`src/acir_pkg.sv`:
```
// ---------------------------------------------------------------------------
// acir_pkg: shared types and constants for the remote-control frame decoder
// frame geometry, header bytes, field positions and the result layout
// ---------------------------------------------------------------------------
package acir_pkg;

	localparam int FRAME_BYTES = 39;
	localparam int IDX_W       = 6;
	localparam int HDR_LEN     = 5;

	// byte positions inside the frame
	localparam logic [IDX_W-1:0] IDX_HDR_ONE = 6'd0;
	localparam logic [IDX_W-1:0] IDX_FIN     = 6'd12;
	localparam logic [IDX_W-1:0] IDX_OPT_A   = 6'd14;
	localparam logic [IDX_W-1:0] IDX_SUM_ONE = 6'd19;
	localparam logic [IDX_W-1:0] IDX_HDR_TWO = 6'd20;
	localparam logic [IDX_W-1:0] IDX_MODE    = 6'd25;
	localparam logic [IDX_W-1:0] IDX_TEMP    = 6'd26;
	localparam logic [IDX_W-1:0] IDX_AUTO    = 6'd27;
	localparam logic [IDX_W-1:0] IDX_FAN     = 6'd28;
	localparam logic [IDX_W-1:0] IDX_SWING   = 6'd29;
	localparam logic [IDX_W-1:0] IDX_OPT_B   = 6'd33;
	localparam logic [IDX_W-1:0] IDX_SUM_TWO = 6'd38;

	localparam logic [7:0] TEMP_WRAP   = 8'hD6;
	localparam logic [8:0] TEMP_OFS_HI = 9'h0E0;
	localparam logic [8:0] TEMP_OFS_LO = 9'h0C0;
	localparam logic [3:0] FAN_AUTO    = 4'hA;
	localparam logic [3:0] FAN_QUIET   = 4'hB;
	localparam logic [3:0] FAN_LVL_MIN = 4'h3;
	localparam logic [3:0] FAN_LVL_MAX = 4'h7;
	localparam logic [3:0] NIB_ALL     = 4'hF;

	// status codes
	localparam logic [2:0] ST_OK      = 3'd0;
	localparam logic [2:0] ST_HDR_ONE = 3'd1;
	localparam logic [2:0] ST_HDR_TWO = 3'd2;
	localparam logic [2:0] ST_SUM_ONE = 3'd3;
	localparam logic [2:0] ST_SUM_TWO = 3'd4;

	// fan classes
	localparam logic [1:0] FAN_CLS_LEVEL   = 2'd0;
	localparam logic [1:0] FAN_CLS_AUTO    = 2'd1;
	localparam logic [1:0] FAN_CLS_QUIET   = 2'd2;
	localparam logic [1:0] FAN_CLS_UNKNOWN = 2'd3;

	localparam int OUT_W = 80;

	// result word, last field (status) in the lowest bits
	typedef struct packed {
		logic [3:0]             pad;
		logic [3:0]             option_flags;
		logic [1:0]             swing_bits;
		logic [1:0]             fan_class;
		logic [3:0]             fan_nibble;
		logic signed [8:0]      temp_half_deg;
		logic                   auto_temp;
		logic [3:0]             control_flags;
		logic [2:0]             op_mode;
		logic [3:0]             fin_angle;
		logic                   had_previous;
		logic [FRAME_BYTES-1:0] changed_mask;
		logic [2:0]             status;
	} result_t;

	// expected header bytes, second header differs only in the last byte
	function automatic logic [7:0] hdr_byte(input logic second, input logic [2:0] pos);
		logic [7:0] b;
		case (pos)
			3'd0: b = 8'h11;
			3'd1: b = 8'hDA;
			3'd2: b = 8'h27;
			3'd3: b = 8'h00;
			3'd4: b = second ? 8'h00 : 8'h02;
			default: b = 8'h00;
		endcase
		return b;
	endfunction

endpackage

```
`src/ac_ir_frame_decoder.sv`:
```
// ---------------------------------------------------------------------------
// ac_ir_frame_decoder: 39-byte remote-control frame decoder
// byte-serial compare against the last full frame, header and sum checks,
// field extraction on the closing byte
// ---------------------------------------------------------------------------
//  channel | dir | width        | content
//  s_*     | in  | 8 + tlast    | frame bytes, tlast on the closing byte
//  m_*     | out | 80           | one decoded result per full-length frame
//
//  one byte per cycle sustained unless a decoded result waits on m_*; each byte is
//  registered into stage 1 and checked there, the result is registered in out_q for m_*
//  two banks of frame memory swap on each full frame; one read, one write
//  per cycle; reset clears control state only, memory needs no clearing
//  a stalled result stops the stage behind it and then s_tready
// ---------------------------------------------------------------------------
module ac_ir_frame_decoder (
	input  logic                      clk,
	input  logic                      arst_n,
	input  logic                      s_tvalid,
	output logic                      s_tready,
	input  logic [7:0]                s_tdata,   // [7:0] data_byte
	input  logic                      s_tlast,   // frame_end
	output logic                      m_tvalid,
	input  logic                      m_tready,
	output logic [acir_pkg::OUT_W-1:0] m_tdata   // status, changed_mask, had_previous,
	                                            // fin_angle, op_mode, control_flags,
	                                            // auto_temp, temp_half_deg, fan_nibble,
	                                            // fan_class, swing_bits, option_flags, pad
);
	import acir_pkg::*;

	localparam logic [IDX_W-1:0] LAST_IDX = IDX_W'(FRAME_BYTES - 1);
	localparam logic [IDX_W-1:0] N_IDX    = IDX_W'(FRAME_BYTES);

	// two frame banks
	logic [7:0] mem_q [2][FRAME_BYTES];

	logic             accept;
	logic             in_range;
	logic [IDX_W-1:0] count_q;
	logic             ovf_q;
	logic             bank_q;
	logic             have_prev_q;

	logic             valid_s1;
	logic [7:0]       byte_s1;
	logic [7:0]       prev_s1;
	logic [IDX_W-1:0] idx_s1;
	logic             inr_s1;
	logic             res_s1;
	logic             hadp_s1;
	logic             adv_s1;

	logic [FRAME_BYTES-1:0] mask_q, mask_nx;
	logic [7:0]             sum1_q, sum2_q;
	logic                   hdr1_q, hdr2_q, chk1_q;
	logic [7:0]             b12_q, b14_q, b25_q, b26_q, b27_q, b28_q, b29_q, b33_q;

	result_t res, out_q;
	logic    out_vld_q;

	assign in_range = count_q < N_IDX;
	assign adv_s1   = !(valid_s1 && res_s1 && out_vld_q && !m_tready);
	assign s_tready = !valid_s1 || adv_s1;
	assign accept   = s_tvalid && s_tready;

	// frame memory: write current bank, read the other one at the same index
	always_ff @(posedge clk) begin
		if (accept && in_range) begin
			mem_q[bank_q][count_q] <= s_tdata;
			prev_s1 <= mem_q[!bank_q][count_q];
		end
	end

	always_ff @(posedge clk or negedge arst_n) begin
		if (!arst_n) begin
			count_q     <= '0;
			ovf_q       <= 1'b0;
			bank_q      <= 1'b0;
			have_prev_q <= 1'b0;
		end else if (accept) begin
			if (s_tlast) begin
				count_q <= '0;
				ovf_q   <= 1'b0;
				// full frame: it becomes the previous frame
				if (count_q == LAST_IDX) begin
					bank_q      <= !bank_q;
					have_prev_q <= 1'b1;
				end
			end else if (in_range) begin
				count_q <= count_q + 1'b1;
			end else begin
				ovf_q <= 1'b1;
			end
		end
	end

	always_ff @(posedge clk or negedge arst_n) begin
		if (!arst_n) begin
			valid_s1 <= 1'b0;
		end else if (accept) begin
			valid_s1 <= 1'b1;
		end else if (adv_s1) begin
			valid_s1 <= 1'b0;
		end
	end

	always_ff @(posedge clk) begin
		if (accept) begin
			byte_s1 <= s_tdata;
			idx_s1  <= count_q;
			inr_s1  <= in_range;
			res_s1  <= s_tlast && (count_q == LAST_IDX);
			hadp_s1 <= have_prev_q;
		end
	end

	always_comb begin
		mask_nx = (idx_s1 == '0) ? '0 : mask_q;
		if (hadp_s1 && inr_s1 && (prev_s1 != byte_s1))
			mask_nx[idx_s1] = 1'b1;
	end

	// running checks and field capture
	always_ff @(posedge clk) begin
		if (valid_s1 && adv_s1 && inr_s1) begin
			mask_q <= mask_nx;
			if (idx_s1 == IDX_HDR_ONE) begin
				sum1_q <= byte_s1;
				hdr1_q <= byte_s1 == hdr_byte(1'b0, 3'd0);
			end else if (idx_s1 < IDX_SUM_ONE) begin
				sum1_q <= sum1_q + byte_s1;
				if (idx_s1 < IDX_W'(HDR_LEN) && byte_s1 != hdr_byte(1'b0, idx_s1[2:0]))
					hdr1_q <= 1'b0;
			end
			if (idx_s1 == IDX_SUM_ONE)
				chk1_q <= sum1_q == byte_s1;
			if (idx_s1 == IDX_HDR_TWO) begin
				sum2_q <= byte_s1;
				hdr2_q <= byte_s1 == hdr_byte(1'b1, 3'd0);
			end else if (idx_s1 > IDX_HDR_TWO && idx_s1 < IDX_SUM_TWO) begin
				sum2_q <= sum2_q + byte_s1;
				if (idx_s1 < IDX_HDR_TWO + IDX_W'(HDR_LEN)
				    && byte_s1 != hdr_byte(1'b1, 3'(idx_s1 - IDX_HDR_TWO)))
					hdr2_q <= 1'b0;
			end
			if (idx_s1 == IDX_FIN)   b12_q <= byte_s1;
			if (idx_s1 == IDX_OPT_A) b14_q <= byte_s1;
			if (idx_s1 == IDX_MODE)  b25_q <= byte_s1;
			if (idx_s1 == IDX_TEMP)  b26_q <= byte_s1;
			if (idx_s1 == IDX_AUTO)  b27_q <= byte_s1;
			if (idx_s1 == IDX_FAN)   b28_q <= byte_s1;
			if (idx_s1 == IDX_SWING) b29_q <= byte_s1;
			if (idx_s1 == IDX_OPT_B) b33_q <= byte_s1;
		end
	end

	// result on the closing byte of a full frame
	always_comb begin
		res              = '0;
		res.changed_mask = mask_nx;
		res.had_previous = hadp_s1;
		if (!hdr1_q)
			res.status = ST_HDR_ONE;
		else if (!hdr2_q)
			res.status = ST_HDR_TWO;
		else if (!chk1_q)
			res.status = ST_SUM_ONE;
		else if (sum2_q != byte_s1)
			res.status = ST_SUM_TWO;
		else
			res.status = ST_OK;
		if (res.status == ST_OK) begin
			res.fin_angle     = b12_q[7:4];
			res.op_mode       = b25_q[6:4];
			res.control_flags = b25_q[3:0];
			res.auto_temp     = b27_q[7];
			if (!b27_q[7])
				res.temp_half_deg = {1'b0, b26_q};
			else if (b26_q >= TEMP_WRAP)
				res.temp_half_deg = {1'b0, b26_q} - TEMP_OFS_HI;
			else
				res.temp_half_deg = {1'b0, b26_q} - TEMP_OFS_LO;
			res.fan_nibble = b28_q[7:4];
			if (b28_q[7:4] >= FAN_LVL_MIN && b28_q[7:4] <= FAN_LVL_MAX)
				res.fan_class = FAN_CLS_LEVEL;
			else if (b28_q[7:4] == FAN_AUTO)
				res.fan_class = FAN_CLS_AUTO;
			else if (b28_q[7:4] == FAN_QUIET)
				res.fan_class = FAN_CLS_QUIET;
			else
				res.fan_class = FAN_CLS_UNKNOWN;
			res.swing_bits   = {b29_q[3:0] == NIB_ALL, b28_q[3:0] == NIB_ALL};
			res.option_flags = {b33_q[7], b33_q[2], b14_q[6], b14_q[4]};
		end
	end

	always_ff @(posedge clk or negedge arst_n) begin
		if (!arst_n) begin
			out_vld_q <= 1'b0;
		end else if (valid_s1 && adv_s1 && res_s1) begin
			out_vld_q <= 1'b1;
		end else if (m_tready) begin
			out_vld_q <= 1'b0;
		end
	end

	always_ff @(posedge clk) begin
		if (valid_s1 && adv_s1 && res_s1)
			out_q <= res;
	end

	assign m_tvalid = out_vld_q;
	assign m_tdata  = out_q;

endmodule
```
`config.mk`:
```
export PLATFORM = sky130hd
export DESIGN_NAME = ac_ir_frame_decoder
export DESIGN_NICKNAME = d
export VERILOG_FILES = /design/src/acir_pkg.sv /design/src/ac_ir_frame_decoder.sv
export SDC_FILE = /design/constraint.sdc
export NUM_CORES = 1
export LEC_CHECK = 0
export ABC_AREA = 1
export BUFFER_PORTS_ARGS = -buffer_cell sky130_fd_sc_hd__buf_4
export CAP_MARGIN = 5
export CORE_ASPECT_RATIO = 2
export CORE_MARGIN = 2
export CORE_UTILIZATION = 56
export DETAILED_ROUTE_END_ITERATION = 10
export PLACE_DENSITY = 0.79
export SLEW_MARGIN = 30
export SYNTH_ARGS = -nofsm -noshare
export SYNTH_HDL_FRONTEND = slang
export SYNTH_SLANG_ARGS = --single-unit
```
`constraint.sdc`:
```
create_clock -name clk -period 4.35 [get_ports clk]
set_input_delay 0.435 -clock clk [delete_from_list [all_inputs] [get_ports clk]]
set_output_delay 0.435 -clock clk [all_outputs]
set_load 0.01 [all_outputs]
```
==> impl_results.rst <==
.. list-table::
   :header-rows: 1

   * - Metric
     - Value
   * - Final TNS setup
     - 0 ps
   * - Number of CTS-inserted buffers
     - 66
   * - Dominant cells by area after synthesis
     - sky130_fd_sc_hd__edfxtp_1 (70%), sky130_fd_sc_hd__nand2_1 (9.9%), sky130_fd_sc_hd__nor2_1 (5.6%)
   * - Actual slew at the worst max-slew pin
     - a little under 1000 ps
   * - Arrival @ worst endpoint
     - 3780 ps
   * - Class of the worst hold path
     - in2reg
   * - Dpl hpwl
     - 56100 um
   * - Post-cts sizing count
     - 0
   * - Synthesized cell area
     - around 35000 um2
   * - Remaining routing DRC violations
     - 0
   * - Clock latency reported for the late side of the worst-skew pair
     - 620 ps
   * - Flip-flop and latch count after synthesis
     - approximately 830
   * - Leakage power
     - about 15 nW
   * - Largest net degree at the start of global routing
     - between 150 and 200
   * - Count of pins on the block boundary
     - 95
   * - Antenna violations before repair
     - 0
   * - Largest buffer count on any clock path
     - 3
   * - Row Count
     - approximately 130
   * - Worst reg2reg path startpoint
     - count_q[1]
   * - Depth of the worst register-to-register path
     - 6
   * - Skew final
     - ~23 ps
   * - Hold Violations, Final
     - 0
   * - Fmax
     - approximately 280 MHz
   * - Critical Path Source Type
     - flop
   * - Worst relative slew slack
     - between 30% and 40%
   * - Root buffer selected by CTS
     - sky130_fd_sc_hd__clkbuf_16
   * - Status
     - completed
   * - Post-route antenna net violation count
     - 0
   * - List of most frequent post-synthesis cells
     - sky130_fd_sc_hd__nand2_1 (922), sky130_fd_sc_hd__edfxtp_1 (819), sky130_fd_sc_hd__nor2_1 (519)
   * - Time the worst path needs with I/O delays and setup
     - about 3500 ps
   * - Ys flop type
     - sky130_fd_sc_hd__edfxtp_1
   * - HP Start
     - s_tlast
   * - Met2 Usage GRT
     - roughly 50%
   * - Die W
     - between 150 and 200 um
   * - Count of vias placed by the detailed router
     - ~23000
   * - Grt total ovfl
     - 0
   * - Global route hottest layer
     - met2
   * - Number of buffer cells added on primary ports
     - 90
   * - WL per Instance
     - 21.42 um
   * - Fraction of the yosys area taken by sequential cells
     - a little under three quarters
   * - Overall die height
     - between 300 and 400 um
   * - All-Layer GR Usage
     - roughly 27%
   * - Post-route fraction of the period consumed by the critical path
     - roughly four fifths
   * - CTS sink count
     - 829
   * - Number of instances in the synthesized netlist
     - 3187
   * - Launching element of the worst setup path
     - count_q[1]
   * - Destination of the worst register-to-register timing path
     - mem_q[0][70]
   * - Max-capacitance violation count
     - 0
   * - Setup slack at placement
     - 939.2 ps
   * - Fraction of synthesized cell area taken by the top area cell type
     - between 70% and 80%
   * - Utilization after layout
     - between 60 and 70%
   * - Maximum fanout encountered on the critical timing path
     - 16
   * - CTS HTree Levels
     - 3
   * - Count of flip-flops with a built-in enable after synthesis
     - 819
   * - Area of placed instances
     - around 36000 um2
   * - Cell type with the largest total area after synthesis
     - sky130_fd_sc_hd__edfxtp_1
   * - Final setup fails
     - 0
   * - Clock transition at the registers of the reported paths
     - ~70 ps
   * - Minimum setup slack in the final design
     - a little over 800 ps
   * - WS Path Type
     - reg2reg
   * - Total power divided by cell area
     - between 400 and 500 nW/um2
   * - Worst Setup End Kind
     - flop
   * - Placeable core area
     - 61820 um2
   * - Crit path required time
     - about 4600 ps
   * - Routability Congestion
     - just under 1
   * - Initial DRC Count
     - between 2000 and 2500
   * - Reg-to-reg slack, setup
     - 810 ps
   * - Met3 track demand over resource
     - 4.042%
   * - Ratio of routed vias to standard cells
     - about 5.7
   * - Capturing instance or port of the critical path
     - mem_q[0][70]
   * - Via count of the first global-routing pass
     - approximately 23000
   * - Max-slew violations
     - 0
   * - DRT Pass-1 Iters
     - 6
   * - Share of post-route cells with drive strength above 1
     - about 8.5%
   * - Effective utilization at floorplan
     - around 56%
   * - Clock tree from TritonCTS
     - done
   * - Library cells used by synthesis
     - 42
   * - Final wirelength
     - roughly 88000 um
   * - Dominant cell by count in the synthesized netlist
     - sky130_fd_sc_hd__nand2_1
   * - RSZ-0062 raised after global routing
     - false
   * - Summed area of non-filler cells in the final layout
     - between 30000 and 40000 um2
   * - Global-route wire length before repair
     - about 130000 um
   * - Die area
     - between 60000 and 70000 um2
   * - Average cell area after synthesis
     - 10.95 um2
   * - Post-synthesis async set-or-reset flop share
     - between 1 and 1.5%
   * - Maximum resistive drop on vdd
     - roughly 280 uV
   * - Area growth syn-to-layout
     - 10.55%
   * - Diode count
     - 0
   * - Final layout net count
     - between 3000 and 4000
   * - Met1 routing resource usage after global routing
     - 27.50%
   * - Number of warnings reported in the yosys synthesis log
     - 0
how the worst min path moves through the flow:
stage / end / cells past startpoint / slack (ps)
detailed placement: m_tvalid / 1 / 280
global route: m_tvalid / 2 / 30
CTS: count_q[1] / 2 / 0.6
floorplan: bank_q / 0 / 140
finish: count_q[1] / 2 / 10
global placement: m_tvalid / 1 / 280
metal layers:
metal	wire length, um	vias to the layer above
li1	-	10730
met1	26910	10940
met2	46130	1268
met3	6470	390
met4	8142	0
met5	0	-
report_power, final:
group / total, mW / switching (mW) / internal [mW]
registers: 9.07 / 0.102 / 8.97
clock network: 6.16 / 2.74 / 3.42
logic: 1.64 / 1.18 / 0.456
timing repair:
| action | 4_1_cts | 5_1_grt |
|---|---|---|
| hold buffers | 1 | 0 |
| hold endpoints to repair | 10 | 0 |
| endpoints found under the setup margin | 0 | 0 |
| buffers inserted | 0 | 0 |
final cells by class:
cell class,instances,area [um2]
Timing Repair Buffer,141,1136
Inverter,251,952.2
Sequential cell,829,24850
Fill cell,4482,23230
Clock inverter,42,483.0
Clock buffer,78,1728
Tap cell,786,983.4
Multi-Input combinational cell,1965,8456
worst max-delay path, cell delays in order (launching register included):
cell and delay (ps):
sky130_fd_sc_hd__dfrtp_1 870, sky130_fd_sc_hd__nand2_2 230, sky130_fd_sc_hd__inv_2 350, sky130_fd_sc_hd__nand2_1 350, sky130_fd_sc_hd__nor2_1 650, sky130_fd_sc_hd__nand2_1 140
sky130_fd_sc_hd__nor2_1 560
sequential cells by signal, summed over array words and instances (netlist names), 7 cells and up:
| name | cells |
|---|---|
| b25_q | 7 |
| sum2_q | 8 |
| mem_q | 624 |
| m_tdata | 76 |
| b26_q | 8 |
| b28_q | 8 |
| sum1_q | 8 |
| byte_s1 | 8 |
| mask_q | 39 |
| prev_s1 | 8 |
stage by stage:
step | total power [mW] | hold slack (ps) | cells
finish | 16.87 | 13.94 | 4092
global route | 17.37 | 25.76 | 4092
floorplan | 10.19 | 139.4 | 3190
global placement | 10.80 | 284.2 | 3970
CTS | 16.88 | 0.6011 | 4092
detailed placement | 10.84 | 284.9 | 3971
cells by family after synthesis:
family | count (synthesis) | share of synthesized area (%)
AOI/OAI and AO/OA | 319 | 4.703
adders and majority gates | 20 | 0.7599
DFF | 829 | 71.17
and+or+nand+nor | 1605 | 18.23
buffers and inverters | 396 | 4.703
xor gates and xnor gates | 17 | 0.4266
other | 1 | 0.01074
layout by cell type, fill, tap and decap left out, types with 3 or more instances in the layout:
master                      synthesis  routed
sky130_fd_sc_hd__conb_1             1       4
sky130_fd_sc_hd__clkinv_4           0       3
sky130_fd_sc_hd__or2_2             14      14
sky130_fd_sc_hd__clkinv_2           0       9
sky130_fd_sc_hd__ha_1              18      18
sky130_fd_sc_hd__nand3_1          110     110
sky130_fd_sc_hd__buf_4             14     134
sky130_fd_sc_hd__clkbuf_16          0      67
sky130_fd_sc_hd__buf_12             0       6
sky130_fd_sc_hd__nor2_2             5       5
sky130_fd_sc_hd__inv_2             10       8
sky130_fd_sc_hd__dfrtp_1           10       8
sky130_fd_sc_hd__nand4_1            5       5
sky130_fd_sc_hd__clkbuf_1          50      10
sky130_fd_sc_hd__a21oi_1           42      42
sky130_fd_sc_hd__nor4_4             4       4
sky130_fd_sc_hd__o21ai_0          239     238
sky130_fd_sc_hd__a31oi_1            3       3
sky130_fd_sc_hd__xor2_1             9       9
sky130_fd_sc_hd__inv_1            239     239
sky130_fd_sc_hd__o211ai_1           8       8
sky130_fd_sc_hd__nor2_1           519     516
sky130_fd_sc_hd__edfxtp_1         819     819
sky130_fd_sc_hd__o22ai_1            5       5
sky130_fd_sc_hd__bufinv_16          0       9
sky130_fd_sc_hd__xnor2_1            8       8
sky130_fd_sc_hd__nor4_1             3       3
sky130_fd_sc_hd__clkinv_1           2      13
sky130_fd_sc_hd__nand2_1          922     922
sky130_fd_sc_hd__inv_6              0       6
sky130_fd_sc_hd__o21ai_1           16      17
sky130_fd_sc_hd__nor2_4             3       6
sky130_fd_sc_hd__nor3_1            13      13
(Power assumes the default switching activity.)
